`src/hdl/pes_pkg.sv`:
```
// ----------------------------------------------------------------------------
// pes_pkg
// Shared types and constants for the path edge setup block.
// ----------------------------------------------------------------------------
`default_nettype none

package pes_pkg;

  localparam int unsigned EDGE_CAPACITY_DEF = 2048;

  localparam int unsigned COORD_W  = 24;
  localparam int unsigned ROW_W    = 23;
  localparam int unsigned OUT_ROW_W = 20;
  localparam int unsigned STEP_W   = 25;
  localparam int unsigned INDEX_W  = 11;
  localparam int unsigned SCALE_W  = 3;
  localparam int unsigned LIMIT_W  = 12;
  localparam int unsigned CFG_W    = 12;

  localparam logic [1:0] OP_MOVE  = 2'd0;
  localparam logic [1:0] OP_LINE  = 2'd1;
  localparam logic [1:0] OP_QUAD  = 2'd2;
  localparam logic [1:0] OP_CLOSE = 2'd3;

  localparam logic CFG_ROW_SCALE  = 1'b0;
  localparam logic CFG_EDGE_LIMIT = 1'b1;

  localparam logic [SCALE_W-1:0] ROW_SCALE_RST  = 3'd1;
  localparam logic [LIMIT_W-1:0] EDGE_LIMIT_RST = 12'd2048;

  typedef struct packed {
    logic capture;
    logic eval;
    logic rows;
    logic order;
    logic div_start;
    logic emit;
  } pes_cmd_t;

  typedef struct packed {
    logic edge_go;
    logic flat;
    logic div_done;
    logic out_free;
  } pes_stat_t;

endpackage

`default_nettype wire

```
`src/hdl/pes_div.sv`:
```
// ----------------------------------------------------------------------------
// pes_div
// Serial restoring divider, unsigned, one quotient bit per cycle.
// ----------------------------------------------------------------------------
`default_nettype none

module pes_div #(
  parameter int unsigned N_W = 24,
  parameter int unsigned D_W = 23
) (
  input  wire logic           clk,
  input  wire logic           rst_n,
  input  wire logic           start,
  input  wire logic [N_W-1:0] dividend,
  input  wire logic [D_W-1:0] divisor,
  output logic                done,
  output logic [N_W-1:0]      quotient
);

  localparam int unsigned CNT_W = $clog2(N_W + 1);

  logic [D_W-1:0]   rem_r, rem_nxt;
  logic [N_W-1:0]   quo_r, quo_nxt;
  logic [D_W-1:0]   den_r;
  logic [CNT_W-1:0] cnt_r, cnt_nxt;
  logic             busy_r, busy_nxt;
  logic             done_r, done_nxt;
  logic [D_W:0]     rem_sh;
  logic [D_W+1:0]   trial;

  assign rem_sh = {rem_r, quo_r[N_W-1]};
  assign trial  = {1'b0, rem_sh} - {2'b00, den_r};

  always_comb begin
    rem_nxt  = rem_r;
    quo_nxt  = quo_r;
    cnt_nxt  = cnt_r;
    busy_nxt = busy_r;
    done_nxt = 1'b0;
    if (start) begin
      rem_nxt  = '0;
      quo_nxt  = dividend;
      cnt_nxt  = CNT_W'(N_W);
      busy_nxt = 1'b1;
    end else if (busy_r) begin
      if (!trial[D_W+1]) begin
        rem_nxt = trial[D_W-1:0];
        quo_nxt = {quo_r[N_W-2:0], 1'b1};
      end else begin
        rem_nxt = rem_sh[D_W-1:0];
        quo_nxt = {quo_r[N_W-2:0], 1'b0};
      end
      cnt_nxt = cnt_r - 1'b1;
      if (cnt_r == CNT_W'(1)) begin
        busy_nxt = 1'b0;
        done_nxt = 1'b1;
      end
    end
  end

  always_ff @(posedge clk) begin
    if (!rst_n) begin
      busy_r <= 1'b0;
      done_r <= 1'b0;
      cnt_r  <= '0;
    end else begin
      busy_r <= busy_nxt;
      done_r <= done_nxt;
      cnt_r  <= cnt_nxt;
    end
  end

  always_ff @(posedge clk) begin
    rem_r <= rem_nxt;
    quo_r <= quo_nxt;
    if (start) begin
      den_r <= divisor;
    end
  end

  assign done     = done_r;
  assign quotient = quo_r;

endmodule

`default_nettype wire

```
`src/hdl/pes_dp.sv`:
```
// ----------------------------------------------------------------------------
// pes_dp
// Datapath: path state, config registers, row mapping, edge ordering,
// divider and output register.
// ----------------------------------------------------------------------------
`default_nettype none

module pes_dp
  import pes_pkg::*;
#(
  parameter int unsigned EDGE_CAPACITY = EDGE_CAPACITY_DEF
) (
  input  wire logic                        clk,
  input  wire logic                        rst_n,
  input  wire pes_cmd_t                    cmd,
  output pes_stat_t                        stat,
  input  wire logic                        cfg_we,
  input  wire logic                        cfg_addr,
  input  wire logic [CFG_W-1:0]            cfg_wdata,
  input  wire logic [1:0]                  in_opcode,
  input  wire logic signed [COORD_W-1:0]   in_point_x,
  input  wire logic signed [COORD_W-1:0]   in_point_y,
  input  wire logic                        in_path_start,
  output logic                             out_valid,
  input  wire logic                        out_ready,
  output logic signed [OUT_ROW_W-1:0]      out_row_top,
  output logic signed [OUT_ROW_W-1:0]      out_row_bottom,
  output logic                             out_winding_up,
  output logic signed [COORD_W-1:0]        out_x_start,
  output logic signed [STEP_W-1:0]         out_x_step,
  output logic [INDEX_W-1:0]               out_edge_index
);

  localparam int unsigned CNT_W = $clog2(EDGE_CAPACITY + 1);
  localparam int unsigned LIM_W = (CNT_W > LIMIT_W) ? CNT_W : LIMIT_W;
  localparam int unsigned MAG_W = COORD_W;

  function automatic logic signed [ROW_W-1:0] to_row(
    input logic signed [COORD_W-1:0] y,
    input logic [SCALE_W-1:0]        s
  );
    logic signed [COORD_W-7:0] whole;
    logic signed [COORD_W-3:0] prod;
    logic [8:0]                fp;
    whole  = y[COORD_W-1:6];
    prod   = (COORD_W-2)'(whole) * (COORD_W-2)'($signed({1'b0, s}));
    fp     = 9'(y[5:0]) * 9'(s);
    to_row = {{(ROW_W-COORD_W+2){prod[COORD_W-3]}}, prod}
             + ROW_W'({1'b0, fp[8:6]});
  endfunction

  // config
  logic [SCALE_W-1:0] row_scale_r;
  logic [LIMIT_W-1:0] edge_limit_r;

  // path state
  logic signed [COORD_W-1:0] cur_x_r, cur_y_r, sub_x_r, sub_y_r;
  logic [CNT_W-1:0]          cnt_r;

  // captured command
  logic [1:0]                op_r;
  logic signed [COORD_W-1:0] px_r, py_r;
  logic                      ps_r;

  // edge work registers
  logic signed [COORD_W-1:0] x0_r, y0_r, x1_r, y1_r;
  logic signed [ROW_W-1:0]   r0_r, r1_r;
  logic signed [ROW_W-1:0]   top_r, bot_r;
  logic                      up_r;
  logic signed [COORD_W-1:0] xs_r;
  logic                      neg_r;
  logic [MAG_W-1:0]          mag_r;
  logic [ROW_W-1:0]          span_r;

  // output register
  logic                        out_valid_r;
  logic signed [OUT_ROW_W-1:0] top_o_r, bot_o_r;
  logic                        up_o_r;
  logic signed [COORD_W-1:0]   xs_o_r;
  logic signed [STEP_W-1:0]    step_o_r;
  logic [INDEX_W-1:0]          idx_o_r;

  // eval logic
  logic signed [COORD_W-1:0] cx_eff, cy_eff, sx_eff, sy_eff;
  logic [CNT_W-1:0]          cnt_eff;
  logic [LIM_W-1:0]          lim_ext, cap_ext, lim_eff;
  logic                      limited;
  logic signed [COORD_W-1:0] tx, ty;

  assign cx_eff  = ps_r ? '0 : cur_x_r;
  assign cy_eff  = ps_r ? '0 : cur_y_r;
  assign sx_eff  = ps_r ? '0 : sub_x_r;
  assign sy_eff  = ps_r ? '0 : sub_y_r;
  assign cnt_eff = ps_r ? '0 : cnt_r;
  assign lim_ext = LIM_W'(edge_limit_r);
  assign cap_ext = LIM_W'(EDGE_CAPACITY);
  assign lim_eff = (lim_ext > cap_ext) ? cap_ext : lim_ext;
  assign limited = LIM_W'(cnt_eff) >= lim_eff;
  assign tx      = (op_r == OP_LINE) ? px_r : sx_eff;
  assign ty      = (op_r == OP_LINE) ? py_r : sy_eff;

  // order logic
  logic                      down;
  logic signed [ROW_W-1:0]   top_c, bot_c;
  logic signed [STEP_W-1:0]  diff_c, negd_c;

  assign down   = r0_r < r1_r;
  assign top_c  = down ? r0_r : r1_r;
  assign bot_c  = down ? r1_r : r0_r;
  assign diff_c = down ? ({x1_r[COORD_W-1], x1_r} - {x0_r[COORD_W-1], x0_r})
                       : ({x0_r[COORD_W-1], x0_r} - {x1_r[COORD_W-1], x1_r});
  assign negd_c = '0 - diff_c;

  // divider
  logic             div_done;
  logic [MAG_W-1:0] div_q;
  logic [STEP_W-1:0] q_ext;

  pes_div #(
    .N_W(MAG_W),
    .D_W(ROW_W)
  ) u_div (
    .clk      (clk),
    .rst_n    (rst_n),
    .start    (cmd.div_start),
    .dividend (mag_r),
    .divisor  (span_r),
    .done     (div_done),
    .quotient (div_q)
  );

  assign q_ext = {1'b0, div_q};

  logic [CNT_W+INDEX_W-1:0] cnt_wide;
  assign cnt_wide = {{INDEX_W{1'b0}}, cnt_r};

  // config registers
  always_ff @(posedge clk) begin
    if (!rst_n) begin
      row_scale_r  <= ROW_SCALE_RST;
      edge_limit_r <= EDGE_LIMIT_RST;
    end else if (cfg_we) begin
      unique case (cfg_addr)
        CFG_ROW_SCALE:  row_scale_r  <= cfg_wdata[SCALE_W-1:0];
        CFG_EDGE_LIMIT: edge_limit_r <= cfg_wdata[LIMIT_W-1:0];
        default: ;
      endcase
    end
  end

  // path state
  always_ff @(posedge clk) begin
    if (!rst_n) begin
      cur_x_r <= '0;
      cur_y_r <= '0;
      sub_x_r <= '0;
      sub_y_r <= '0;
      cnt_r   <= '0;
    end else if (cmd.eval) begin
      cnt_r <= cnt_eff;
      if (limited) begin
        cur_x_r <= cx_eff;
        cur_y_r <= cy_eff;
        sub_x_r <= sx_eff;
        sub_y_r <= sy_eff;
      end else begin
        case (op_r) inside
          OP_MOVE: begin
            sub_x_r <= px_r;
            sub_y_r <= py_r;
            cur_x_r <= px_r;
            cur_y_r <= py_r;
          end
          OP_LINE, OP_CLOSE: begin
            sub_x_r <= sx_eff;
            sub_y_r <= sy_eff;
            cur_x_r <= tx;
            cur_y_r <= ty;
          end
          default: begin
            sub_x_r <= sx_eff;
            sub_y_r <= sy_eff;
            cur_x_r <= cx_eff;
            cur_y_r <= cy_eff;
          end
        endcase
      end
    end else if (cmd.emit) begin
      cnt_r <= cnt_r + 1'b1;
    end
  end

  // payload pipeline
  always_ff @(posedge clk) begin
    if (cmd.capture) begin
      op_r <= in_opcode;
      px_r <= in_point_x;
      py_r <= in_point_y;
      ps_r <= in_path_start;
    end
    if (cmd.eval) begin
      x0_r <= cx_eff;
      y0_r <= cy_eff;
      x1_r <= tx;
      y1_r <= ty;
    end
    if (cmd.rows) begin
      r0_r <= to_row(y0_r, row_scale_r);
      r1_r <= to_row(y1_r, row_scale_r);
    end
    if (cmd.order) begin
      top_r  <= top_c;
      bot_r  <= bot_c;
      up_r   <= !down;
      xs_r   <= down ? x0_r : x1_r;
      neg_r  <= diff_c[STEP_W-1];
      mag_r  <= diff_c[STEP_W-1] ? negd_c[MAG_W-1:0] : diff_c[MAG_W-1:0];
      span_r <= bot_c - top_c;
    end
    if (cmd.emit) begin
      top_o_r  <= top_r[OUT_ROW_W-1:0];
      bot_o_r  <= bot_r[OUT_ROW_W-1:0];
      up_o_r   <= up_r;
      xs_o_r   <= xs_r;
      step_o_r <= neg_r ? ('0 - q_ext) : q_ext;
      idx_o_r  <= cnt_wide[INDEX_W-1:0];
    end
  end

  always_ff @(posedge clk) begin
    if (!rst_n) begin
      out_valid_r <= 1'b0;
    end else if (cmd.emit) begin
      out_valid_r <= 1'b1;
    end else if (out_ready) begin
      out_valid_r <= 1'b0;
    end
  end

  assign stat.edge_go  = !limited && ((op_r == OP_LINE) || (op_r == OP_CLOSE));
  assign stat.flat     = (r0_r == r1_r);
  assign stat.div_done = div_done;
  assign stat.out_free = !out_valid_r || out_ready;

  assign out_valid      = out_valid_r;
  assign out_row_top    = top_o_r;
  assign out_row_bottom = bot_o_r;
  assign out_winding_up = up_o_r;
  assign out_x_start    = xs_o_r;
  assign out_x_step     = step_o_r;
  assign out_edge_index = idx_o_r;

  // a new transfer is only loaded when the output slot is free
  a_emit_free: assert property (@(posedge clk) disable iff (!rst_n)
    cmd.emit |-> stat.out_free)
    else $error("edge loaded over a pending transfer");

  // a load always shows up as a pending transfer
  a_emit_valid: assert property (@(posedge clk) disable iff (!rst_n)
    cmd.emit |=> out_valid)
    else $error("loaded edge not presented");

  // edge counter stays within the capacity
  a_cnt_cap: assert property (@(posedge clk) disable iff (!rst_n)
    LIM_W'(cnt_r) <= cap_ext)
    else $error("edge count past capacity");

  // edge index follows the counter value at the load
  a_index: assert property (@(posedge clk) disable iff (!rst_n)
    cmd.emit |=> out_edge_index == $past(cnt_wide[INDEX_W-1:0]))
    else $error("edge index mismatch");

endmodule

`default_nettype wire

```
`src/hdl/pes_ctrl.sv`:
```
// ----------------------------------------------------------------------------
// pes_ctrl
// Controller: sequences capture, evaluation, row mapping, ordering,
// the divide and the output load for one command at a time.
// ----------------------------------------------------------------------------
`default_nettype none

module pes_ctrl
  import pes_pkg::*;
(
  input  wire logic      clk,
  input  wire logic      rst_n,
  input  wire logic      in_valid,
  output logic           in_ready,
  input  wire pes_stat_t stat,
  output pes_cmd_t       cmd
);

  localparam logic [2:0] S_IDLE   = 3'd0;
  localparam logic [2:0] S_EVAL   = 3'd1;
  localparam logic [2:0] S_ROWS   = 3'd2;
  localparam logic [2:0] S_ORDER  = 3'd3;
  localparam logic [2:0] S_DSTART = 3'd4;
  localparam logic [2:0] S_DWAIT  = 3'd5;
  localparam logic [2:0] S_EMIT   = 3'd6;

  logic [2:0] state_r, state_nxt;

  always_comb begin
    state_nxt = state_r;
    cmd       = '0;
    in_ready  = 1'b0;
    unique case (state_r)
      S_IDLE: begin
        in_ready    = 1'b1;
        cmd.capture = in_valid;
        if (in_valid) begin
          state_nxt = S_EVAL;
        end
      end
      S_EVAL: begin
        cmd.eval  = 1'b1;
        state_nxt = stat.edge_go ? S_ROWS : S_IDLE;
      end
      S_ROWS: begin
        cmd.rows  = 1'b1;
        state_nxt = S_ORDER;
      end
      S_ORDER: begin
        cmd.order = 1'b1;
        state_nxt = stat.flat ? S_IDLE : S_DSTART;
      end
      S_DSTART: begin
        cmd.div_start = 1'b1;
        state_nxt     = S_DWAIT;
      end
      S_DWAIT: begin
        if (stat.div_done) begin
          state_nxt = S_EMIT;
        end
      end
      S_EMIT: begin
        if (stat.out_free) begin
          cmd.emit  = 1'b1;
          state_nxt = S_IDLE;
        end
      end
      default: state_nxt = S_IDLE;
    endcase
  end

  always_ff @(posedge clk) begin
    if (!rst_n) begin
      state_r <= S_IDLE;
    end else begin
      state_r <= state_nxt;
    end
  end

endmodule

`default_nettype wire

```
`src/hdl/path_edge_setup_core.sv`:
```
// ----------------------------------------------------------------------------
// path_edge_setup_core
// Edge setup for a scanline rasterizer: turns move, line and close commands
// into ordered edges with winding and a per-sub-scanline x step.
//
//   channel   dir   handshake              payload
//   in_       in    in_valid / in_ready    opcode, point_x, point_y, path_start
//   out_      out   out_valid / out_ready  row_top, row_bottom, winding_up,
//                                          x_start, x_step, edge_index
//   cfg_      in    cfg_we                 cfg_addr, cfg_wdata
//
// one command at a time: move, quad, limited or flat commands return to
// in_ready without the divide; an emitted edge also waits for the 24-step
// serial divider for the x step.
// the finished edge sits in an output register, so the next command is taken
// while it waits; a stalled output holds the controller only at the next load.
// rst_n is synchronous; config resets to row scale 1, edge_limit 2048.
// ----------------------------------------------------------------------------
`default_nettype none

module path_edge_setup_core
  import pes_pkg::*;
#(
  parameter int unsigned EDGE_CAPACITY = EDGE_CAPACITY_DEF
) (
  input  wire logic                      clk,
  input  wire logic                      rst_n,
  input  wire logic                      cfg_we,
  input  wire logic                      cfg_addr,
  input  wire logic [CFG_W-1:0]          cfg_wdata,
  input  wire logic                      in_valid,
  output logic                           in_ready,
  input  wire logic [1:0]                in_opcode,
  input  wire logic signed [COORD_W-1:0] in_point_x,
  input  wire logic signed [COORD_W-1:0] in_point_y,
  input  wire logic                      in_path_start,
  output logic                           out_valid,
  input  wire logic                      out_ready,
  output logic signed [OUT_ROW_W-1:0]    out_row_top,
  output logic signed [OUT_ROW_W-1:0]    out_row_bottom,
  output logic                           out_winding_up,
  output logic signed [COORD_W-1:0]      out_x_start,
  output logic signed [STEP_W-1:0]       out_x_step,
  output logic [INDEX_W-1:0]             out_edge_index
);

  pes_cmd_t  cmd;
  pes_stat_t stat;

  pes_ctrl u_ctrl (
    .clk      (clk),
    .rst_n    (rst_n),
    .in_valid (in_valid),
    .in_ready (in_ready),
    .stat     (stat),
    .cmd      (cmd)
  );

  pes_dp #(
    .EDGE_CAPACITY(EDGE_CAPACITY)
  ) u_dp (
    .clk            (clk),
    .rst_n          (rst_n),
    .cmd            (cmd),
    .stat           (stat),
    .cfg_we         (cfg_we),
    .cfg_addr       (cfg_addr),
    .cfg_wdata      (cfg_wdata),
    .in_opcode      (in_opcode),
    .in_point_x     (in_point_x),
    .in_point_y     (in_point_y),
    .in_path_start  (in_path_start),
    .out_valid      (out_valid),
    .out_ready      (out_ready),
    .out_row_top    (out_row_top),
    .out_row_bottom (out_row_bottom),
    .out_winding_up (out_winding_up),
    .out_x_start    (out_x_start),
    .out_x_step     (out_x_step),
    .out_edge_index (out_edge_index)
  );

endmodule

`default_nettype wire
```
`config.mk`:
```
export PLATFORM = sky130hd
export DESIGN_NAME = path_edge_setup_core
export DESIGN_NICKNAME = d
export VERILOG_FILES = /design/src/hdl/pes_pkg.sv /design/src/hdl/pes_div.sv /design/src/hdl/pes_dp.sv /design/src/hdl/pes_ctrl.sv /design/src/hdl/path_edge_setup_core.sv
export SDC_FILE = /design/constraint.sdc
export NUM_CORES = 2
export LEC_CHECK = 0
export ABC_AREA = 1
export ABC_CLOCK_PERIOD_IN_PS = 15000
export BUFFER_PORTS_ARGS = -buffer_cell sky130_fd_sc_hd__buf_2
export CELL_PAD_IN_SITES_DETAIL_PLACEMENT = 0
export CELL_PAD_IN_SITES_GLOBAL_PLACEMENT = 1
export CORE_MARGIN = 2
export CORE_UTILIZATION = 30
export CTS_CLUSTER_DIAMETER = 40
export CTS_CLUSTER_SIZE = 40
export DETAILED_ROUTE_END_ITERATION = 12
export PLACE_DENSITY_LB_ADDON = 0.1
export SLEW_MARGIN = 5
export SYNTH_ARGS = -nofsm -noshare
export SYNTH_HDL_FRONTEND = slang
export SYNTH_HIERARCHICAL = 1
export SYNTH_SLANG_ARGS = --single-unit
export TNS_END_PERCENT = 30
```
`constraint.sdc`:
```
create_clock -name clk -period 15 [get_ports clk]
set_input_delay 3 -clock clk [delete_from_list [all_inputs] [get_ports clk]]
set_output_delay 3 -clock clk [all_outputs]
set_load 0.03 [all_outputs]
```
== Word-level counts from Yosys, hierarchy flattened ==
Index checks and enable logic that the tools add are counted.
Widths: inputs -> output; s select.
Storage, ports and cells
  bits in registers: 611
  input port bits: 69
  output and inout bits: 103
  word-level logic and storage cells: 142
Cells by class
  add/sub/neg operators: 10
  $mul: 4
  $lt $le $gt $ge: 3
  equality and inequality tests: 13
  muxes and demuxes: 52
  bitwise operators: 3
  reduce and logical (&&, ||, !) cells: 17
Operators by type and width (count)
  $mux 24: 21
  $mux 23: 3
  $sub 24x24->25: 2
  $mux 12: 4
  $add 22x4->23: 2
  $mul 18x4->22: 2
  $mux 25: 1
  $sub 1x24->25 const A: 1
  $sub 24x23->25: 1
  $sub 1x24->24 const A: 1
  $eq 23x23->1: 1
  $lt 23x23->1: 1
  $sub 23x23->23: 1
  $pmux 3 s7: 1
  $mul 6x3->9: 2
  $mux 1: 15
  $add 12x1->12 const B: 1
  $ge 12x12->1: 1
  $gt 12x12->1 const B: 1
  $mux 3: 4
  $mux 5: 2
  $eq 3x3->1 const B: 3
  $eq 3x2->1 const B: 2
  $reduce_bool 2->1: 3
  other kinds (18): 26

== Longest topological paths before layout ==
  depth in word-level cells: 7
  depth in mapped cells: 27
  depth with buffers taken out: 26

== Modules after synthesis ==
Netlist, hierarchy kept.
Modules (own cells, without submodules)
  pes_dp: instances 1, cells each 3817, area an instance 32230.9 um2, sequential area each 14704.1 um2
  pes_div: instances 1, cells each 652, area an instance 4747.1 um2, sequential area each 2011.9 um2
  pes_ctrl: instances 1, cells each 48, area an instance 265.3 um2, sequential area each 60.1 um2

== Worst setup path before layout ==
OpenSTA, ideal clock, no wires.
  path kind: input -> register
  from: input out_ready
  to: register u_dp.cnt_r[11]
  data arrival time: 11.408 ns
  required time: 14.914 ns
  setup slack: 3.506 ns
  stages on the path: 9
  buffers on the path: 1
  cells stage by stage: inv_1 -> nand2_1 -> inv_1 -> nor3_1 -> clkbuf_1 -> nor2_1 -> nor4_1 -> nand3_1 -> a211oi_1
RTL lines
  from (decl): line path_edge_setup_core.sv:38  | input wire logic out_ready,
  to (signal assigned): line pes_dp.sv:160  | cnt_r <= cnt_eff;
  to (signal assigned): line pes_dp.sv:189  | cnt_r <= cnt_r + 1'b1;
  to (decl): line pes_dp.sv:58  | logic [CNT_W-1:0] cnt_r;

== Worst setup path in the final report ==
  from: register u_dp.row_scale_r[0]
  to: register u_dp.r0_r[21] (data pin)
On the way
  longest elaborated chain between the ends: 2
  elaborated cells on any way between the ends: 3
  classes of those cells: 1 x add/sub; 2 x mul
Ends and longest elaborated chain
  from (decl): line pes_dp.sv:53  | logic [SCALE_W-1:0] row_scale_r;
  from (signal assigned): line pes_dp.sv:144  | CFG_ROW_SCALE: row_scale_r <= cfg_wdata[SCALE_W-1:0];
  $mul 18x4->22 / $mul 6x3->9 (equally long branches): line pes_dp.sv:46, pes_dp.sv:47
  $add 22x4->23 *: line pes_dp.sv:49  | + ROW_W'({1'b0, fp[8:6]});
  to (signal assigned): line pes_dp.sv:208  | r0_r <= to_row(y0_r, row_scale_r);
  to (decl): line pes_dp.sv:67  | logic signed [ROW_W-1:0] r0_r, r1_r;
Every way passes the cells marked *; elsewhere a longest branch is shown, timed or not.
A chain may end at the register's enable or synchronous reset.

==> results.txt <==
Worst Tran Pin Value - 1.11 ns
GPL Wtd Cong - 0.841
deepest clock path buffer count - 3
Synth area leader - edfxtp_1
Highest Signal Layer - met4
largest net degree at the start of global routing - 78
Layout Skew - 0.0541 ns
Die Y - 356 microns
Mapped Area - 37200 sq um
total global routing overflow - 0
Worst-path clk slew - 0.06 ns
Site Rows - 129
synthesis warning total - 6
Die W - 356 microns
TritonCTS Buffers - 111
CP top delay family - compound AO/OA/AOI/OAI gates
vias in the first global route - 28200
pre-CTS WS - 8.98 ns
hpwl dp - 79800 microns
initial antenna violation count - 3
PostCTS Resize Cnt - 0
Period minus WS final - 5.98 ns
synth cell count leaders - nand2_1, inv_1, edfxtp_1
Buf/Inv on CP - 2
final setup violation count - 0
Avg Cell Area, Syn - 8.25 sq um
placed cell count - 6211
global-route usage over all layers - 16.7%
Cells after Synth - 4517
metal2 WL - 46600 microns
1st-pass router iterations - 5
met3 routed wirelength - 3570 microns
RSZ-0062 raised after global routing - no
Hold Vio Cnt, Final - 0
CTS H-tree depth - 3
Iteration-0 DRC Markers - 1610
CTS tree - yes
Min-Delay Path Class - reg2reg
most frequent CP cell - nand2_1
root buf cell - clkbuf_16
top cells by area, synth - edfxtp_1, nand2_1, ha_1, dfxtp_1, inv_1
hold depth - 0
r2r worst-path depth - 24
post-synthesis sequential area ratio - 45.0%
Yosys reg bits - 611
RR Startpoint - u_dp/row_scale_r[0]
postcts setup bufs - 0
share of layout cells above drive strength 1 - 10.4%
type of origin of the critical path - register
r2r setup slk - 9.02 ns
WL final - 106000 microns
Worst-Skew Late Latency - 0.72 ns
max FFs per register - 25
# DRC - 0
crit path kind - reg2reg
Slew Limit Fails - 0
Post-DRT Antenna Nets - 0
Sink Count - 611
ys flop type - edfxtp_1
LEAKAGE - 20.2 nW
Worst Setup SP - u_dp/row_scale_r[0]
max-cap viol count - 0
hold_buf cts - 0
M1 WL - 53600 microns
fin util - 35.2%
layout net count - 5057
f_max - 0.167 GHz
asr flop ratio synth - 0%
Post-synth EDFFs - 454
Worst EP arrival - 6.40 ns
Unique masters post-synth - 55
Non-Filler Instances - 6422
first-pass GRT wire length - 165000 microns
Final Cycle Share - 39.9%
pwr dens - 201 nW/um^2
worst path cell trace - nand2_1 -> fa_1 -> inv_1 -> ha_1 -> nand4_1 -> nor2_1 -> o211ai_1 -> nand2_1 -> a21o_1 -> a21o_1 -> fa_1 -> fa_1 -> inv_1 -> o21ai_0 -> nand2_1 -> nand2_1 -> a21boi_0 -> o21ai_0 -> nand2_1 -> nand2_1 -> a21boi_0 -> o21ai_0 -> a21oi_1 -> xor2_1
Worst Path Required - 15.42 ns
reg2reg end - u_dp/r0_r[21]
setup TNS - 0 ns
final setup margin - 9.02 ns
io pins - 172
syn nets - 4887
Min Hold Slack - 0.388 ns
via/cell ratio - 4.48
status - complete, no violations
top-count cell post-synth - nand2_1
Max rail drop VDD - 0.106 mV
CP max-delay cell - dfxtp_2
core area - 123000 sq um
initial core utilization - 30.2%
Area Growth Syn to Fin - 16.8%
number of cells on the critical path - 24
CP max FO - 47
Relative slew margins - 25.7%
Vias - 28800
Die ar. - 127000 sq um
WL/cell - 16.5 microns
Crit. End Element - register
I/O Buffers - 171
share of the synthesized area in the top cell type - 36.6%
crit-path max cell delay - 0.95 ns
CP Capture Point - u_dp/r0_r[21]
[power by group]
part	internal, mW	leakage, nW	total (mW)	switching [mW]
clock	1.55	1.76	2.46	0.908
combinational	1.07	13.0	3.58	2.51
sequential	2.43	5.47	2.69	0.267
total	5.05	20.2	8.73	3.68
[worst min-delay path by stage]
stage                             start                     end
final                     u_dp/bot_r[8]  u_dp/out_row_bottom[8]
after global routing      u_dp/bot_r[8]  u_dp/out_row_bottom[8]
after CTS                 u_dp/bot_r[8]  u_dp/out_row_bottom[8]
after detailed placement  u_dp/xs_r[20]    u_dp/out_x_start[20]
after global placement    u_dp/xs_r[17]    u_dp/out_x_start[17]
after floorplan           u_dp/bot_r[0]  u_dp/out_row_bottom[0]
[metal layers]
metal / GRT usage (%) / up-vias
li1: - / 15000
met1: 23.9 / 13100
met2: 26.3 / 469
met3: 2.42 / 123
met4: 4.32 / 0
met5: 0 / -
[layout make-up]
cell class / instances / area (sq um)
flip-flops and latches: 611 / 16800
well taps: 1637 / 2050
repair buffers: 197 / 1050
fillers: 13000 / 80000
diodes: 1 / 2.50
inverters: 810 / 3040
clock inverters: 75 / 826
clock buffers: 135 / 2910
multi-input cells: 2956 / 16800
[stage by stage]
stage | cell area, sq um | power (mW)
CTS | 43500 | 8.88
detailed placement | 39800 | 6.36
floorplan | 37200 | 5.26
global route | 43500 | 9.45
finish | 43500 | 8.73
global placement | 39800 | 6.36
[kinds of logic after synthesis]
group	synth area share, %
buffers and inverters	9.93
adder cells (fa/ha/maj)	11.1
AO/OA/AOI/OAI	10.3
AND/OR/NAND/NOR	20.8
flip-flops	45.0
XOR/XNOR	2.80
[cell usage in the layout, fill, tap and decap left out, types with 8 or more instances in the layout]
| master | count |
|---|---|
| a211oi_1 | 12 |
| a21o_1 | 10 |
| a21oi_1 | 266 |
| a22oi_1 | 10 |
| a31oi_1 | 32 |
| buf_2 | 170 |
| buf_4 | 27 |
| bufinv_16 | 9 |
| clkbuf_1 | 21 |
| clkbuf_16 | 112 |
| clkinv_1 | 19 |
| clkinv_2 | 11 |
| clkinvlp_4 | 16 |
| dfxtp_1 | 154 |
| edfxtp_1 | 454 |
| fa_1 | 49 |
| ha_1 | 252 |
| inv_1 | 784 |
| inv_2 | 19 |
| inv_6 | 11 |
| nand2_1 | 1232 |
| nand2_2 | 24 |
| nand3_1 | 176 |
| nand3_2 | 12 |
| nand4_1 | 51 |
| nor2_1 | 266 |
| nor2_2 | 18 |
| nor2_4 | 8 |
| nor3_1 | 24 |
| nor4_1 | 8 |
| o211ai_1 | 77 |
| o21ai_0 | 207 |
| o21ai_1 | 14 |
| o21bai_1 | 10 |
| o22ai_1 | 17 |
| or2_2 | 17 |
| xnor2_1 | 39 |
| xor2_1 | 80 |
No activity file was read; power rests on OpenSTA's default activity.
